**config.mk**
```make
export PLATFORM = sky130hd
export DESIGN_NAME = brf_ctrl
export DESIGN_NICKNAME = d
export VERILOG_FILES = /design/src/rtl/brf_pkg.sv /design/src/rtl/brf_ctrl.sv
export SDC_FILE = /design/constraint.sdc
export NUM_CORES = 1
export LEC_CHECK = 0
export ABC_AREA = 1
export ABC_CLOCK_PERIOD_IN_PS = 1760
export BUFFER_PORTS_ARGS = -buffer_cell sky130_fd_sc_hd__buf_2
export CORE_MARGIN = 2
export CORE_UTILIZATION = 50
export DETAILED_ROUTE_END_ITERATION = 8
export PLACE_DENSITY = 0.84
export SLEW_MARGIN = 40
export SYNTH_ARGS = -nofsm -noshare
export SYNTH_HDL_FRONTEND = slang
export SYNTH_SLANG_ARGS = --single-unit
```
**constraint.sdc**
```tcl
create_clock -name clk -period 1.76 [get_ports clk]
set_clock_uncertainty 0.05 [all_clocks]
set_input_delay 0.176 -clock clk [delete_from_list [all_inputs] [get_ports clk]]
set_output_delay 0.176 -clock clk [all_outputs]
set_load 0.05 [all_outputs]
```
**src/rtl/brf_pkg.sv**
```systemverilog
// Shared types, bank codes and the mode-to-bank table for the banked register file.
package brf_pkg;

	localparam int NUM_BANKS     = 7;
	localparam int REGS_PER_BANK = 16;
	localparam int STORE_DEPTH   = NUM_BANKS * REGS_PER_BANK;
	localparam int STORE_AW      = 7;

	localparam logic [2:0] BANK_USER  = 3'd0;
	localparam logic [2:0] BANK_FIQ   = 3'd1;
	localparam logic [2:0] BANK_IRQ   = 3'd2;
	localparam logic [2:0] BANK_SVC   = 3'd3;
	localparam logic [2:0] BANK_ABT   = 3'd4;
	localparam logic [2:0] BANK_UND   = 3'd5;
	localparam logic [2:0] BANK_DUMMY = 3'd6;

	localparam logic [1:0] OP_READ   = 2'd0;
	localparam logic [1:0] OP_WRITE  = 2'd1;
	localparam logic [1:0] OP_SWITCH = 2'd2;

	localparam logic [4:0] MODE_SVC = 5'd19;

	localparam logic [3:0] R8  = 4'd8;
	localparam logic [3:0] R13 = 4'd13;
	localparam logic [3:0] R14 = 4'd14;

	// controller to datapath
	typedef struct packed {
		logic                load;
		logic                access;
		logic                step;
		logic [3:0]          step_reg;
		logic                clear;
		logic [STORE_AW-1:0] clear_addr;
		logic                finish;
	} cmd_t;

	// datapath to controller
	typedef struct packed {
		logic [1:0] op;
		logic       bank_change;
		logic       out_free;
	} sts_t;

	function automatic logic [2:0] mode_bank(input logic [4:0] m);
		logic [2:0] b;
		case (m)
			5'd0, 5'd16, 5'd31: b = BANK_USER;
			5'd1, 5'd17:        b = BANK_FIQ;
			5'd2, 5'd18:        b = BANK_IRQ;
			5'd3, 5'd19:        b = BANK_SVC;
			5'd23:              b = BANK_ABT;
			5'd27:              b = BANK_UND;
			default:            b = BANK_DUMMY;
		endcase
		return b;
	endfunction

	// store word address: bank * 16 + reg
	function automatic logic [STORE_AW-1:0] store_addr(input logic [2:0] bank,
		input logic [3:0] r);
		return {bank, r};
	endfunction

endpackage

```
**src/rtl/brf_ctrl.sv**
```systemverilog
// Sequencer for the banked register file: clearing pass, access and mode-switch steps.
module brf_ctrl (
	input  logic          clk,
	input  logic          arst_n,
	input  logic          in_valid,
	output logic          in_stall,
	input  brf_pkg::sts_t sts,
	output brf_pkg::cmd_t cmd
);
	import brf_pkg::*;

	typedef enum logic [4:0] {
		ST_CLEAR  = 5'b00001,
		ST_IDLE   = 5'b00010,
		ST_ACCESS = 5'b00100,
		ST_SWITCH = 5'b01000,
		ST_FINISH = 5'b10000
	} state_t;

	state_t              state_q, state_d;
	logic [3:0]          step_q, step_d;
	logic [STORE_AW-1:0] clr_q, clr_d;

	assign in_stall = (state_q != ST_IDLE);

	always_comb begin
		state_d = state_q;
		step_d  = step_q;
		clr_d   = clr_q;
		cmd     = '0;
		cmd.step_reg   = step_q;
		cmd.clear_addr = clr_q;
		case (state_q)
			ST_CLEAR: begin
				cmd.clear = 1'b1;
				clr_d     = clr_q + 1'b1;
				if (clr_q == STORE_AW'(STORE_DEPTH - 1)) begin
					state_d = ST_IDLE;
				end
			end
			ST_IDLE: begin
				if (in_valid) begin
					cmd.load = 1'b1;
					state_d  = ST_ACCESS;
				end
			end
			ST_ACCESS: begin
				cmd.access = 1'b1;
				if (sts.op == OP_SWITCH && sts.bank_change) begin
					step_d  = R8;
					state_d = ST_SWITCH;
				end else begin
					state_d = ST_FINISH;
				end
			end
			ST_SWITCH: begin
				cmd.step = 1'b1;
				step_d   = step_q + 1'b1;
				if (step_q == R14) begin
					state_d = ST_FINISH;
				end
			end
			ST_FINISH: begin
				if (sts.out_free) begin
					cmd.finish = 1'b1;
					state_d    = ST_IDLE;
				end
			end
			default: begin
				state_d = ST_IDLE;
			end
		endcase
	end

	always_ff @(posedge clk or negedge arst_n) begin
		if (!arst_n) begin
			state_q <= ST_CLEAR;
			step_q  <= R8;
			clr_q   <= '0;
		end else begin
			state_q <= state_d;
			step_q  <= step_d;
			clr_q   <= clr_d;
		end
	end

	a_step_range: assert property (@(posedge clk) disable iff (!arst_n)
		cmd.step |-> (cmd.step_reg >= R8 && cmd.step_reg <= R14))
		else $error("switch step outside r8..r14");

	a_no_load_in_clear: assert property (@(posedge clk) disable iff (!arst_n)
		cmd.clear |-> !cmd.load)
		else $error("beat taken during clearing pass");

	a_load_then_access: assert property (@(posedge clk) disable iff (!arst_n)
		cmd.load |=> (state_q == ST_ACCESS))
		else $error("accepted beat not followed by access");

endmodule

```
## Word-level counts from Yosys, hierarchy flattened

Cells that the tools add are included.

| operators by class | value |
|---|---|
| $lt $le $gt $ge | 0 |
| reductions and logical operators | 4 |
| div/mod/pow operators | 0 |
| shifts and indexed selects | 0 |
| $mul | 0 |
| multiplexer cells | 15 |
| equality and inequality tests | 14 |
| bitwise gates (word level) | 0 |
| add/subtract/negate cells | 2 |

Operators with widths:

| cell | number |
|---|---|
| two-way mux 5 bit | 5 |
| case mux 5 bit (5 select lines) | 1 |
| inequality test 2 bit (second input constant) | 5 |
| case mux 4 bit (2 select lines) | 1 |
| adder 7 x 1 -> 7 bit (second input constant) | 1 |
| == test 7 bit (second input constant) | 1 |
| two-way mux 1 bit | 7 |
| == test 5 x 1 -> 1 bit (second input constant) | 1 |
| == test 5 x 2 -> 1 bit (second input constant) | 1 |
| == test 5 x 3 -> 1 bit (second input constant) | 1 |
| == test 5 x 4 -> 1 bit (second input constant) | 1 |
| == test 5 bit (second input constant) | 1 |
| inequality test 5 x 2 -> 1 bit (second input constant) | 1 |
| adder 4 x 1 -> 4 bit (second input constant) | 1 |
| == test 4 bit (second input constant) | 1 |
| two-way mux 4 bit | 1 |
| AND reduction 4 bit | 1 |
| == test 2 bit (second input constant) | 1 |
| AND reduction 2 bit | 1 |
| nonzero test 2 bit | 1 |
| logical AND 1 bit | 1 |

| word-level totals | value |
|---|---|
| register bits after elaboration | 16 |
| memories kept | 0 |
| latch bits | 0 |
| memory bits (writable) | 0 |
| word-level logic and storage cells | 38 |
| bits in read-only memories | 0 |
| bits of input ports | 7 |

## Depth between registers and ports, before layout

Gate-level depths: netlist of run 1.

| logic depth | value |
|---|---|
| word-level depth | 4 |
| gate-level depth with buffers | 8 |
| mapped depth without buffers | 8 |

## Worst setup path after synthesis of run 1

No wires, ideal clock.

| timing | value |
|---|---|
| path kind | reg2out |
| start | reg state_q[1] |
| end | out cmd[15] (netlist bit) |
| setup slack | -0.171 ns |
| required time | 1.534 ns |
| stages on the path, launching flop included | 7 |
| arrival time | 1.705 ns |
| cells stage by stage | dfrtp_1 inv_1 nor2_1 nand2_1 nor2_1 inv_1 nor2_1 |

RTL lines:

| what | RTL line | source |
|---|---|---|
| start: declaration | brf_ctrl.sv:20 | `state_t state_q, state_d;` |
| start signal: assignment | brf_ctrl.sv:81 | `state_q <= state_d;` |
| end: declaration | brf_ctrl.sv:8 | `output brf_pkg::cmd_t cmd` |

==> results of run 1 <==
cells by family after synthesis:
group | Yosys count | share of synthesized area [%]
adders and majority gates | 3 | 4.23
DFF | 16 | 45.4
xor gates and xnor gates | 5 | 4.93
and+or+nand+nor | 58 | 34.2
buffers and inverters | 18 | 7.61
AOI/OAI and AO/OA | 5 | 3.66
power by group through the flow:
stage,clock (W),sequential (W),combinational (W)
floorplan,0,0.000678,0.000398
global placement,0,0.000541,0.000663
detailed placement,0,0.000544,0.000670
CTS,0.000249,0.000537,0.000679
global route,0.000271,0.000554,0.000765
finish,0.000242,0.000544,0.000705
worst max-delay path, delay by kind of cell, from the launching register on:
kind / cells / cell delay [ns]
simple gates: 4 / 0.51
flops: 1 / 0.45
buf+inv: 2 / 0.22
flip-flops by register name, summed over array words and instances (netlist names):
name,cells
step_q,4
state_q,5
clr_q,7
cell usage after synthesis, drive strengths merged:
cell / count
a21oi: 1
dfrtp: 14
dfstp: 2
ha: 3
inv: 18
nand2: 20
nand3: 13
nand4: 5
nor2: 20
o21ai: 2
o22ai: 1
o31ai: 1
xnor2: 2
xor2: 3
metal layers:
metal	wire length (µm)	GRT usage, %
met1	785	22.0
met2	776	28.6
met3	44	2.75
met4	31	11.4
met5	0	0
cell type report:
cell class              instances  share of cell area (%)
multi-input cells              71                    39.0
flip-flops and latches         16                    37.2
repair buffers                 24                    12.3
inverters                      18                    6.20
clock buffers                   4                    3.33
well taps                      17                    1.95
how the worst min path moves through the flow:
stage / from / to / slack, ns
floorplan: arst_n / clr_q[0]$_DFFE_PN0P_ / -0.17
global placement: arst_n / step_q[2]$_DFFE_PN0P_ / 0.05
detailed placement: arst_n / state_q[3]$_DFFE_PN0P_ / 0.06
CTS: in_valid / state_q[2]$_DFFE_PN0P_ / 0.11
global route: in_valid / state_q[2]$_DFFE_PN0P_ / 0.12
finish: in_valid / state_q[2]$_DFFE_PN0P_ / 0.12
metrics by stage:
step                      total power [W]  utilization (%)  area, µm²  TNS [ns]  cells
after floorplan                   0.00108                -        891         0    105
after global placement            0.00120             60.8       1030         0    145
after detailed placement          0.00121             60.8       1030         0    145
after CTS                         0.00146             63.7       1080         0    150
after global routing              0.00159             64.5       1090   -0.0114    150
final                             0.00149             64.5       1090         0    150
what timing repair did:
| item | 4_1_cts | 5_1_grt |
|---|---|---|
| pin swaps | 0 | 2 |
| resized for setup | 1 | 8 |
| hold endpoints to repair | 14 | 0 |
| hold buffers | 1 | 0 |
| endpoints found under the setup margin | 1 | 4 |
==> results.rst, run 1 <==
.. list-table::
   :header-rows: 1

   * - Metric
     - Value
   * - Hold violation total from the final report
     - 0
   * - Slew at the pin closest to its max-slew limit
     - 0.356 ns
   * - Worst setup startpoint
     - state_q[2]$_DFFE_PN0P_
   * - DRC violation count after routing
     - 0
   * - Startpoint of the worst-slack reg-to-reg timing path
     - state_q[0]$_DFFE_PN1P_
   * - Area overhead of the layout relative to synthesis
     - 22.7%
   * - Power per Cell Area
     - 1370 nW/µm²
   * - Number of diodes
     - 0
   * - Filler cell count in the final layout
     - 147
   * - Net count of the mapped netlist
     - 115
   * - Count of H-tree levels built during CTS
     - 1
   * - Tightest Hold Check Type
     - primary input to register
   * - Relative max-transition margin
     - 76.3%
   * - First-iteration detailed-routing DRC count
     - 11
   * - Global-route wire length before repair
     - 2700 µm
   * - Power share of the clock group
     - 16.2%
   * - Via count normalized by instance count
     - 5.11
   * - Destination of the worst register-to-register timing path
     - clr_q[6]$_DFFE_PN0P_
   * - Post-Synthesis Cell Area
     - 888 µm²
   * - Peak supply drop
     - 1.23 mV
   * - Combinational fraction of design power
     - 47.3%
   * - Yosys warning total
     - 0
   * - Clock buffer count from CTS
     - 3
   * - Signal arrival time at the worst endpoint
     - 1.45 ns
   * - Commonest non-fill, non-tap cells in the layout
     - 21 x sky130_fd_sc_hd__buf_2, 17 x sky130_fd_sc_hd__nand2_1, 15 x sky130_fd_sc_hd__inv_1
   * - Number of setup buffers added after CTS
     - 0
   * - Worst R2R Setup Slack
     - 0.39 ns
   * - Multi-input gate area in the final layout
     - 425 µm²
   * - Post-Syn Instances
     - 105
   * - Clock input transition at the sequential cells of the worst setup and hold paths
     - 0.09 ns
   * - Kind of capture point of the worst setup path
     - output port
   * - Worst hold slack
     - 0.119 ns
   * - Maximum root-to-sink buffer count
     - 2
   * - Logic depth of the worst register-to-register path
     - 7
   * - Core Area
     - 1690 µm²
   * - Count of final setup violators
     - 0
   * - Net switching power
     - 0.000725 W
   * - Root buffer selected by CTS
     - sky130_fd_sc_hd__clkbuf_4
   * - WP data required
     - 1.53 ns
   * - Post-detailed-placement half-perimeter wirelength
     - 1230 µm
   * - Worst slack at placement
     - 0.311 ns
   * - Die Area
     - 2130 µm²
   * - Worst setup path end
     - cmd[15]
   * - Clock sink total
     - 16
   * - Most common cell after layout, fill and taps aside
     - sky130_fd_sc_hd__buf_2
   * - Share of the clock period used by the worst path
     - 95.5%
   * - Routed wire length per instance
     - 10.9 µm
   * - Post-layout net count
     - 144
   * - Share of synthesized area occupied by flip-flops and latches
     - 45.4%
   * - Critical path start-end classification
     - register to output port
   * - Fraction of post-synthesis cell area in the top cell type by area
     - 39.4%
   * - Share of layout cells above drive strength 1
     - 36.1%
   * - IO Count
     - 24
   * - Final Slew Violations
     - 0
   * - Post-route antenna net violation count
     - 0
   * - Worst Hold Depth
     - 3
   * - Worst path slowest cell
     - sky130_fd_sc_hd__dfrtp_2
   * - Leading area contributor after synthesis
     - sky130_fd_sc_hd__dfrtp_1
   * - Peak Freq
     - 0.595 GHz
   * - Total routing resource utilization after global routing
     - 17.8%
   * - Result of the run
     - finished, final reports clean
   * - Footprint of the flip-flops and latches
     - 405 µm²
   * - Initial core utilization
     - 52.6%
   * - Period minus WS final
     - 1.68 ns
   * - Number of rows created at floorplan
     - 15
   * - Setup crit start kind
     - register
   * - Latest clock arrival within the worst-skew pair
     - 0.29 ns
   * - Cells along the critical path
     - nor2_4 -> nand2_2 -> nor2_2 -> inv_2 -> nor2_2 -> buf_6
   * - Total detailed-routing wirelength
     - 1640 µm
   * - Die height
     - 46.2 µm
   * - Most frequent CP cell
     - sky130_fd_sc_hd__nor2_2
   * - CP Max Fanout
     - 5
   * - Number of vias in the routed layout
     - 767
   * - Number of unique standard cell types used by synthesis
     - 20
   * - Total congestion overflow
     - 0
   * - Leak pwr
     - 0.605 nW
   * - Initial DRT Pass Iterations
     - 4
   * - Final Worst Setup Slack
     - 0.0792 ns
   * - Slowest cell delay on critical path
     - 0.45 ns
   * - Average cell area after synthesis
     - 8.46 µm²
   * - Net switching share of the total power
     - 48.6%
   * - Internal portion of total power
     - 0.000766 W
   * - RD Place Congestion
     - 0.817
   * - MaxCap Viol Count
     - 0
   * - Number of port buffers
     - 23
   * - Number of synthesized register bits
     - 16
   * - Number of antenna violations at the first check in global routing
     - 0
   * - Part of the power in registers
     - 36.5%
   * - Die span in x
     - 46.2 µm
   * - TritonCTS clock tree
     - yes
   * - Number of global-route vias before repair
     - 696
   * - Cells taking the most area after synthesis
     - sky130_fd_sc_hd__dfrtp_1 39%, sky130_fd_sc_hd__nand2_1 7.6%, sky130_fd_sc_hd__inv_1 6.8%
   * - Pin count of the biggest net entering global routing
     - 17
(Power assumes the default switching activity.)
==> inputs of run 2 (changes only) <==
Settings changed: PLACE_DENSITY 0.84 to 0.77.
==> results.rst, run 2 (synthesis results as in run 1) <==
.. list-table::
   :header-rows: 1

   * - Metric
     - Value
   * - Via count normalized by instance count
     - 5.18 (was 5.11)
   * - Share of the clock period used by the worst path
     - 97.7% (was 95.5%)
   * - Kind of capture point of the worst setup path
     - output port (unchanged)
   * - Slowest cell delay on critical path
     - 0.59 ns (was 0.45 ns)
   * - CP Max Fanout
     - 6 (was 5)
   * - Die span in x
     - 46.2 µm (unchanged)
   * - Critical path start-end classification
     - register to output port (unchanged)
   * - Initial core utilization
     - 52.6% (unchanged)
   * - Die Area
     - 2130 µm² (unchanged)
   * - WP data required
     - 1.53 ns (about the same)
   * - Flip-flop count of the largest register after layout
     - 7 (unchanged)
   * - Number of antenna violations at the first check in global routing
     - 0 (unchanged)
   * - Largest regs
     - clr_q (7), state_q (5), step_q (4) (unchanged)
   * - Logic depth of the worst register-to-register path
     - 7 (unchanged)
   * - Number of diodes
     - 0 (unchanged)
   * - Peak Freq
     - 0.582 GHz (was 0.595 GHz)
   * - First-iteration detailed-routing DRC count
     - 15 (was 11)
   * - Largest register by flop count
     - clr_q (unchanged)
   * - Number of vias in the routed layout
     - 787 (was 767)
   * - Global-route wire length before repair
     - 2720 µm (was 2700 µm)
   * - Clock input transition at the sequential cells of the worst setup and hold paths
     - 0.10 ns (was 0.09 ns)
   * - Cells along the critical path
     - inv_2 -> nor2_4 -> nand3_4 -> inv_2 -> clkbuf_4 (was nor2_4 -> nand2_2 -> nor2_2 -> inv_2 -> nor2_2 -> buf_6)
   * - Root buffer selected by CTS
     - sky130_fd_sc_hd__clkbuf_4 (unchanged)
   * - Critical hold path startpoint
     - in_valid (unchanged)
   * - Number of rows created at floorplan
     - 15 (unchanged)
   * - Terminating pin of the worst hold path
     - state_q[2]$_DFFE_PN0P_ (unchanged)
   * - Number of cells in the design after placement
     - 145 (unchanged)
   * - Count of final setup violators
     - 0 (unchanged)
   * - Result of the run
     - finished, final reports clean (unchanged)
   * - Latest clock arrival within the worst-skew pair
     - 0.29 ns (about the same)
   * - Share of layout cells above drive strength 1
     - 34.8% (was 36.1%)
   * - Die height
     - 46.2 µm (unchanged)
   * - Hold violation total from the final report
     - 0 (unchanged)
   * - Filler cell count in the final layout
     - 145 (was 147)
   * - TritonCTS clock tree
     - yes (unchanged)
   * - Core Area
     - 1690 µm² (unchanged)
   * - Setup crit start kind
     - register (unchanged)
   * - Total congestion overflow
     - 0 (unchanged)
   * - Clock buffer count from CTS
     - 3 (unchanged)
   * - Post-route setup TNS
     - 0 ns (unchanged)
   * - Post-route non-filler standard cell count
     - 152 (was 150)
   * - Number of port buffers
     - 23 (unchanged)
   * - Power per Cell Area
     - 1380 nW/µm² (was 1370 nW/µm²)
   * - Post-layout net count
     - 146 (was 144)
   * - Worst Hold Depth
     - 3 (unchanged)
   * - Clock sink total
     - 16 (unchanged)
   * - Number of global-route vias before repair
     - 677 (was 696)
   * - IO Count
     - 24 (unchanged)
   * - Destination of the worst register-to-register timing path
     - clr_q[6]$_DFFE_PN0P_ (unchanged)
   * - Final Slew Violations
     - 0 (unchanged)
   * - Pin count of the biggest net entering global routing
     - 17 (unchanged)
   * - Gate family responsible for the most delay along the worst path
     - flip-flops (was simple AND/OR/NAND/NOR gates)
   * - MaxCap Viol Count
     - 0 (unchanged)
   * - Peak supply drop
     - 0.955 mV (was 1.23 mV)
   * - End-of-flow core utilization
     - 65.3% (was 64.5%)
   * - Count of H-tree levels built during CTS
     - 1 (unchanged)
   * - Worst path slowest cell
     - sky130_fd_sc_hd__dfstp_2 (was sky130_fd_sc_hd__dfrtp_2)
   * - Worst R2R Setup Slack
     - 0.36 ns (was 0.39 ns)
   * - Signal arrival time at the worst endpoint
     - 1.49 ns (was 1.45 ns)
   * - Setup repair after global routing missed its margin
     - no
   * - Tightest Hold Check Type
     - primary input to register (unchanged)
   * - Post-route antenna net violation count
     - 0 (unchanged)
   * - RD Place Congestion
     - 0.788 (was 0.817)
   * - Relative max-transition margin
     - 76.9% (was 76.3%)
   * - Period minus WS final
     - 1.72 ns (was 1.68 ns)
   * - Commonest non-fill, non-tap cells in the layout
     - 20 x sky130_fd_sc_hd__buf_2, 18 x sky130_fd_sc_hd__nand2_1, 16 x sky130_fd_sc_hd__inv_1 (was 21 x sky130_fd_sc_hd__buf_2, 17 x sky130_fd_sc_hd__nand2_1, 15 x sky130_fd_sc_hd__inv_1)
   * - Leak pwr
     - 0.616 nW (was 0.605 nW)
   * - Final Worst Setup Slack
     - 0.0409 ns (was 0.0792 ns)
   * - Startpoint of the worst-slack reg-to-reg timing path
     - state_q[0]$_DFFE_PN1P_ (unchanged)
   * - Routed wire length per instance
     - 11.3 µm (was 10.9 µm)
   * - Maximum root-to-sink buffer count
     - 2 (unchanged)
   * - Area overhead of the layout relative to synthesis
     - 24.2% (was 22.7%)
   * - Slew at the pin closest to its max-slew limit
     - 0.347 ns (was 0.356 ns)
   * - DRC violation count after routing
     - 0 (unchanged)
   * - Initial DRT Pass Iterations
     - 4 (unchanged)
   * - Total non-filler cell area in the finished layout
     - 1100 µm² (was 1090 µm²)
   * - Most common cell after layout, fill and taps aside
     - sky130_fd_sc_hd__buf_2 (unchanged)
   * - Post-detailed-placement half-perimeter wirelength
     - 1320 µm (was 1230 µm)
   * - Total detailed-routing wirelength
     - 1720 µm (was 1640 µm)
   * - Bufs and invs on worst path
     - 3 (was 2)
   * - Worst slack at placement
     - 0.261 ns (was 0.311 ns)
   * - Most frequent CP cell
     - sky130_fd_sc_hd__inv_2 (was sky130_fd_sc_hd__nor2_2)
   * - Total routing resource utilization after global routing
     - 18.0% (was 17.8%)
   * - Area post-placement
     - 1030 µm² (unchanged)
run 2: layout make-up:
class                           instances  area, µm²  share of cell area [%]
Tap cell                               17       21.3                    1.93
Sequential cell                        16        404                    36.6
Timing Repair Buffer                   26        151                    13.7
Multi-Input combinational cell         71        423                    38.3
Inverter                               18       67.6                    6.12
Clock buffer                            4       36.3                    3.29
run 2: worst reg2reg max path, stage by stage (launching register included):
cell	delay (ns)
sky130_fd_sc_hd__dfstp_2	0.59
sky130_fd_sc_hd__inv_2	0.05
sky130_fd_sc_hd__nor2_4	0.09
sky130_fd_sc_hd__nand3_4	0.13
sky130_fd_sc_hd__nor2_2	0.17
sky130_fd_sc_hd__nand3_1	0.09
sky130_fd_sc_hd__nand2_1	0.07
sky130_fd_sc_hd__nand2_1	0.05
run 2: worst max-delay path by stage:
stage / from / to / slack, ns / depth (start not counted)
floorplan: state_q[1]$_DFFE_PN0P_ / cmd[15] / 0.05 / 6
global placement: state_q[3]$_DFFE_PN0P_ / cmd[15] / 0.37 / 6
detailed placement: state_q[1]$_DFFE_PN0P_ / cmd[15] / 0.26 / 7
CTS: state_q[3]$_DFFE_PN0P_ / cmd[15] / 0.01 / 6
global route: state_q[0]$_DFFE_PN1P_ / cmd[8] / 0.005 / 5
finish: state_q[0]$_DFFE_PN1P_ / cmd[8] / 0.04 / 5
run 2: report_power, final:
group          internal (W)  switching [W]  total (W)
logic              0.000213       0.000524   0.000737
registers          0.000447      0.0000913   0.000539
clock network      0.000126       0.000120   0.000246
total              0.000786       0.000736    0.00152
run 2: repair_timing:
| action | CTS | global route |
|---|---|---|
| pin swaps | 0 | 1 |
| hold buffers | 1 | 0 |
| setup buffers | 0 | 2 |
| endpoints found under the setup margin | 1 | 3 |
| endpoints found under the hold margin | 14 | 0 |
| resized for setup | 2 | 4 |
run 2: layer usage:
metal	track usage [%]	wire, µm	up-vias
met4	8.57	29	0
met1	23.2	785	369
met3	2.35	66	5
li1	-	-	396
met5	0	0	-
met2	29.4	840	17
run 2: per-stage QoR:
step / hold slack (ns) / total power [W]
6_report: 0.105 / 0.00152
5_1_grt: 0.156 / 0.00161
4_1_cts: 0.112 / 0.00148
3_5_place_dp: 0.0559 / 0.00123
3_3_place_gp: 0.0522 / 0.00120
2_1_floorplan: -0.170 / 0.00108
